==> config.mk <==
export PLATFORM = sky130hd
export DESIGN_NAME = fgn_front_flat
export DESIGN_NICKNAME = d
export VERILOG_FILES = /design/src/design/fgn_pkg.sv /design/src/design/fgn_if.sv /design/src/design/fgn_front.sv /design/src/flat_wrapper.sv
export SDC_FILE = /design/constraint.sdc
export NUM_CORES = 1
export LEC_CHECK = 0
export ABC_CLOCK_PERIOD_IN_PS = 5200
export CAP_MARGIN = 20
export CORE_MARGIN = 2
export CORE_UTILIZATION = 33
export CTS_CLUSTER_DIAMETER = 40
export CTS_CLUSTER_SIZE = 14
export DETAILED_ROUTE_END_ITERATION = 12
export DONT_BUFFER_PORTS = 1
export GPL_TIMING_DRIVEN = 0
export SLEW_MARGIN = 30
export SYNTH_ARGS = -nofsm -noshare
export SYNTH_HDL_FRONTEND = slang
export SYNTH_SLANG_ARGS = --single-unit
==> constraint.sdc <==
create_clock -name clk_i -period 5.2 [get_ports clk_i]
set_input_delay 0.78 -clock clk_i [delete_from_list [all_inputs] [get_ports clk_i]]
set_output_delay 0.78 -clock clk_i [all_outputs]
set_load 0.05 [all_outputs]
==> src/design/fgn_pkg.sv <==
package fgn_pkg;

  localparam int TABLE_SIZE      = 256;
  localparam int TBL_AW          = $clog2(TABLE_SIZE);
  localparam int MAX_OCTAVES_DEF = 16;
  localparam int QUEUE_DEPTH     = 2;
  localparam int G_W             = 21;

  localparam logic [7:0] CFG_OCTAVE_COUNT     = 8'd0;
  localparam logic [7:0] CFG_BASE_FREQUENCY   = 8'd1;
  localparam logic [7:0] CFG_PERSISTENCE_GAIN = 8'd2;
  localparam logic [7:0] CFG_LACUNARITY_GAIN  = 8'd3;

  localparam logic [4:0]  OCTAVE_COUNT_RST   = 5'd1;
  localparam logic [31:0] BASE_FREQUENCY_RST = 32'h1000_0000;
  localparam logic [15:0] PERSISTENCE_RST    = 16'd8192;
  localparam logic [15:0] LACUNARITY_RST     = 16'd8192;

  localparam logic [31:0] AMP_ONE   = 32'h0001_0000;
  localparam logic [36:0] FADE_TEN  = 37'h0A_0000_0000;

  typedef struct packed {
    logic                    is_sample;
    logic [TBL_AW-1:0]       table_index;
    logic [7:0]              table_value;
    logic signed [31:0]      world_x;
    logic signed [31:0]      world_y;
  } item_t;

  typedef struct packed {
    logic [4:0]  octave_count;
    logic [31:0] base_frequency;
    logic [15:0] persistence_gain;
    logic [15:0] lacunarity_gain;
  } cfg_t;

  function automatic logic signed [G_W-1:0] grad_f(logic [3:0] h,
                                                  logic signed [17:0] x,
                                                  logic signed [17:0] y);
    logic signed [G_W-1:0] u;
    logic signed [G_W-1:0] v;
    u = (h < 4'd8) ? G_W'(x) : G_W'(y);
    if (h < 4'd4) begin
      v = G_W'(y);
    end else if (h == 4'd12 || h == 4'd14) begin
      v = G_W'(x);
    end else begin
      v = '0;
    end
    return (h[0] ? -u : u) + (h[1] ? -v : v);
  endfunction

endpackage

==> src/design/fgn_if.sv <==
interface fgn_in_if;
  logic               valid;
  logic               ready;
  logic               mode;
  logic [7:0]         table_index;
  logic [7:0]         table_value;
  logic signed [31:0] world_x;
  logic signed [31:0] world_y;
  modport source(output valid, mode, table_index, table_value, world_x, world_y,
                 input ready);
  modport sink(input valid, mode, table_index, table_value, world_x, world_y,
               output ready);
endinterface


==> src/design/fgn_front.sv <==
module fgn_front (
  input  logic          clk_i,
  input  logic          rst_ni,
  fgn_in_if.sink        in_i,
  output logic          deq_valid_o,
  input  logic          deq_ready_i,
  output fgn_pkg::item_t deq_item_o
);
  import fgn_pkg::*;

  localparam int PW = $clog2(QUEUE_DEPTH);

  item_t         mem_q [QUEUE_DEPTH];
  logic [PW-1:0] wr_ptr_q, wr_ptr_d;
  logic [PW-1:0] rd_ptr_q, rd_ptr_d;
  logic [PW:0]   count_q, count_d;
  logic          push, pop;
  item_t         item;

  assign in_i.ready  = (count_q != (PW+1)'(QUEUE_DEPTH));
  assign push        = in_i.valid && in_i.ready;
  assign deq_valid_o = (count_q != '0);
  assign pop         = deq_valid_o && deq_ready_i;
  assign deq_item_o  = mem_q[rd_ptr_q];

  always_comb begin
    item.is_sample   = in_i.mode;
    item.table_index = in_i.table_index;
    item.table_value = in_i.table_value;
    item.world_x     = in_i.world_x;
    item.world_y     = in_i.world_y;
    wr_ptr_d = push ? PW'(wr_ptr_q + 1'b1) : wr_ptr_q;
    rd_ptr_d = pop ? PW'(rd_ptr_q + 1'b1) : rd_ptr_q;
    count_d  = count_q + (PW+1)'(push) - (PW+1)'(pop);
  end

  always_ff @(posedge clk_i) begin
    if (push) begin
      mem_q[wr_ptr_q] <= item;
    end
  end

  always_ff @(posedge clk_i or negedge rst_ni) begin
    if (!rst_ni) begin
      wr_ptr_q <= '0;
      rd_ptr_q <= '0;
      count_q  <= '0;
    end else begin
      wr_ptr_q <= wr_ptr_d;
      rd_ptr_q <= rd_ptr_d;
      count_q  <= count_d;
    end
  end

  a_no_overflow: assert property (@(posedge clk_i) disable iff (!rst_ni)
    count_q <= (PW+1)'(QUEUE_DEPTH))
    else $error("queue count out of range");

endmodule

==> src/flat_wrapper.sv <==
// flat-port wrapper written by rule: the top's interface ports become plain ports
module fgn_front_flat import fgn_pkg::*;
  (clk_i, rst_ni, deq_valid_o, deq_ready_i, deq_item_o, in_i_valid, in_i_mode, in_i_table_index, in_i_table_value, in_i_world_x, in_i_world_y, in_i_ready);
  fgn_in_if in_i_i ();
  input  logic clk_i;
  input  logic rst_ni;
  output logic deq_valid_o;
  input  logic deq_ready_i;
  output fgn_pkg::item_t deq_item_o;
  input wire logic [$bits(in_i_i.valid)-1:0] in_i_valid;
  input wire logic [$bits(in_i_i.mode)-1:0] in_i_mode;
  input wire logic [$bits(in_i_i.table_index)-1:0] in_i_table_index;
  input wire logic [$bits(in_i_i.table_value)-1:0] in_i_table_value;
  input wire logic [$bits(in_i_i.world_x)-1:0] in_i_world_x;
  input wire logic [$bits(in_i_i.world_y)-1:0] in_i_world_y;
  output wire logic [$bits(in_i_i.ready)-1:0] in_i_ready;
  assign in_i_i.valid = in_i_valid;
  assign in_i_i.mode = in_i_mode;
  assign in_i_i.table_index = in_i_table_index;
  assign in_i_i.table_value = in_i_table_value;
  assign in_i_i.world_x = in_i_world_x;
  assign in_i_i.world_y = in_i_world_y;
  assign in_i_ready = in_i_i.ready;
  fgn_front u_core (.clk_i(clk_i), .rst_ni(rst_ni), .in_i(in_i_i), .deq_valid_o(deq_valid_o), .deq_ready_i(deq_ready_i), .deq_item_o(deq_item_o));
endmodule
==> impl_results.md <==
- Setup TNS: 0 ps
- Clk pin slew, worst setup/hold paths: ~60 ps
- Fin cells: about 570
- Post-Synthesis Net Count: between 300 and 400
- Largest stage delay on the critical path: ~400 ps
- Req. time, crit path: about 4400 ps
- Core Region: between 15000 and 20000 µm²
- Final setup viols: 0
- Die Height: approximately 140 µm
- Slew Viols, Final: 0
- Layout area overhead: 16.9%
- Worst skew pair latency: between 400 and 500 ps
- Worst Hold Class: primary input to async pin
- Clock buffer depth: 2
- Via count: ~2500
- Critical path launch point type: register
- Clock root cell: clkbuf_16
- Vias in the first global route: between 2000 and 3000
- Htree depth: 4
- Post-CTS Setup Inserts: 0
- YS warnings: 0
- Commonest non-fill, non-tap cell in the layout: edfxtp_1
- Slowest-stage cell, CP: mux2_4
- Layout cells sized above 1: 0.422
- Drt total wl: about 11 mm
- Most frequent cells in the layout: edfxtp_1, mux2_4, clkbuf_16
- Worst Setup End Kind: output pin
- Cts repair resizes: 0
- DIE WIDTH: 144 µm
- DIE AREA: about 21000 µm²
- Post-synth cell types: 16
- Maximum clock frequency: about 0.42 GHz
- Met3 wire len: roughly 1.1 mm
- CP max FO: 10
- Input/output buffers: 0
- Top delay family on crit path: buffers and inverters
- Synthesized area: between 6000 and 7000 µm²
- Initial DRC count: between 100 and 150
- Pin count of the biggest net entering global routing: 43
- # hold bufs at CTS: 0
- Cells taking the most area after synthesis: edfxtp_1, mux2_4, buf_12
- Antenna Diode Count: 0
- CTS Buf Count: 17
- Register area share after synthesis: 0.770
- Initial antenna violation count: 0
- Initial Util: 0.334
- Placed insts: 541
- Wirelength per Cell: ~20 µm
- Vias per cell: ~4.3
- First-pass GRT wire length: roughly 16 mm
- HPWL after DPL: about 7.7 mm
- Final period util: 0.458
- Status: complete, no violations
- MaxCap Viol Count: 0
- CP Buf/Inv Count: 2
- Critical setup path kind: register to output pin
- I/O pin count: 168
- Worst slew pin tran: about 620 ps
- Final count of hold timing violations: 0
- Site row count: slightly above 50
- Max layer used: met4
- Minimum clock period: ~2400 ps
- CTS Sinks: approximately 170
- Total grt overflow: 0
- WP data arrival: 1600 ps
- DRT met1 WL: around 4.2 mm
- Tot GR Track Use: 0.109
- Clk_skew: roughly 7.6 ps
- Antenna Nets Post-Route: 0
- Avg Synthesized Cell Area: roughly 24 µm²
- Max transition margin: 0.584
- CP Cell Sequence: buf_6 > buf_12 > mux2_4
- CTS tree: built
- Top cell type's share of synthesized area: 0.754
- Met2 WL post-DR: about 5.6 mm
- Synthesized flop and latch total: 166
- WHS: between 50 and 60 ps
- Residual DRC: 0
- RD Place Congestion: 0.624
- Cell accounting for the most synthesized area: edfxtp_1
- Mapped Cells: about 270
- Net count, final: about 380
- RSZ-0062 raised after global routing: false
- 1st-pass router iterations: 4
==> metrics by stage <==
step / cell area, µm² / setup WS (ps) / utilization
floorplan: 6450 / 288 / -
global placement: 6780 / -1810 / 0.351
detailed placement: 6920 / 2790 / 0.358
CTS: 7540 / 2750 / 0.390
global route: 7540 / 2720 / 0.390
finish: 7540 / 2820 / 0.390
==> per-layer routing <==
| metal | vias to the layer above | GRT usage |
|---|---|---|
| li1 | 1121 | - |
| met1 | 1229 | 0.117 |
| met2 | 107 | 0.179 |
| met3 | 11 | 0.0606 |
| met4 | 0 | 0.0439 |
| met5 | - | 0 |
==> cell families after synthesis <==
logic type                 Yosys count  synth area share
DFF                                166             0.770
muxes                               81             0.187
buffers and inverters               12            0.0283
and+or+nand+nor                      6           0.00543
xor gates and xnor gates             4           0.00543
adders and majority gates            2           0.00388
==> worst reg2reg max path: cells and delay by family (launching register included) <==
kind,cells,cell delay (ps)
simple gates,3,1250
flops,1,410
buf+inv,2,400
==> flip-flops by register name, summed over array words and instances, names as in the netlist <==
name             flops
u_core.mem_q       162
u_core.rd_ptr_q      1
u_core.count_q       2
u_core.wr_ptr_q      1
==> synthesized netlist by cell type <==
master and count:
dfrtp_1 4, buf_12 8, nand2b_1 1, inv_1 3, edfxtp_1 162, xnor2_1 3, and2_4 1, xor2_1 1
nor2_1 1, buf_6 1, and3_1 1, nand2_1 1, or2_1 1, mux2_2 2, ha_1 2, mux2_4 79
==> path summary, 6_finish.rpt <==
check / start / to / slack [ps] / cells after the start
worst max-delay path: u_core.rd_ptr_q / deq_item_o[8] / 2820 / 3
max in group asynchronous: rst_ni / u_core.rd_ptr_q / 5080 / 0
min in group clk_i: in_i_world_x[12] / u_core.mem_q[1][44] / 450 / 0
worst max register to register: u_core.count_q[1] / u_core.mem_q[0][39] / 2830 / 5
worst min-delay path: rst_ni / u_core.wr_ptr_q / 50 / 0
worst min register to register: u_core.count_q[1] / u_core.count_q[1] / 520 / 1
==> cell type report <==
cell class | instances | area [µm²]
fillers | 1733 | 11800
multi-input cells | 93 | 1320
clock buffers | 17 | 425
clock inverters | 15 | 193
flip-flops and latches | 166 | 4960
inverters | 3 | 11.3
plain buffers | 9 | 171
repair buffers | 5 | 125
well taps | 265 | 332
Power is left out: the tool's default activity adds up to more than one toggle a clock period on the data nets, which glitch-free logic cannot reach.
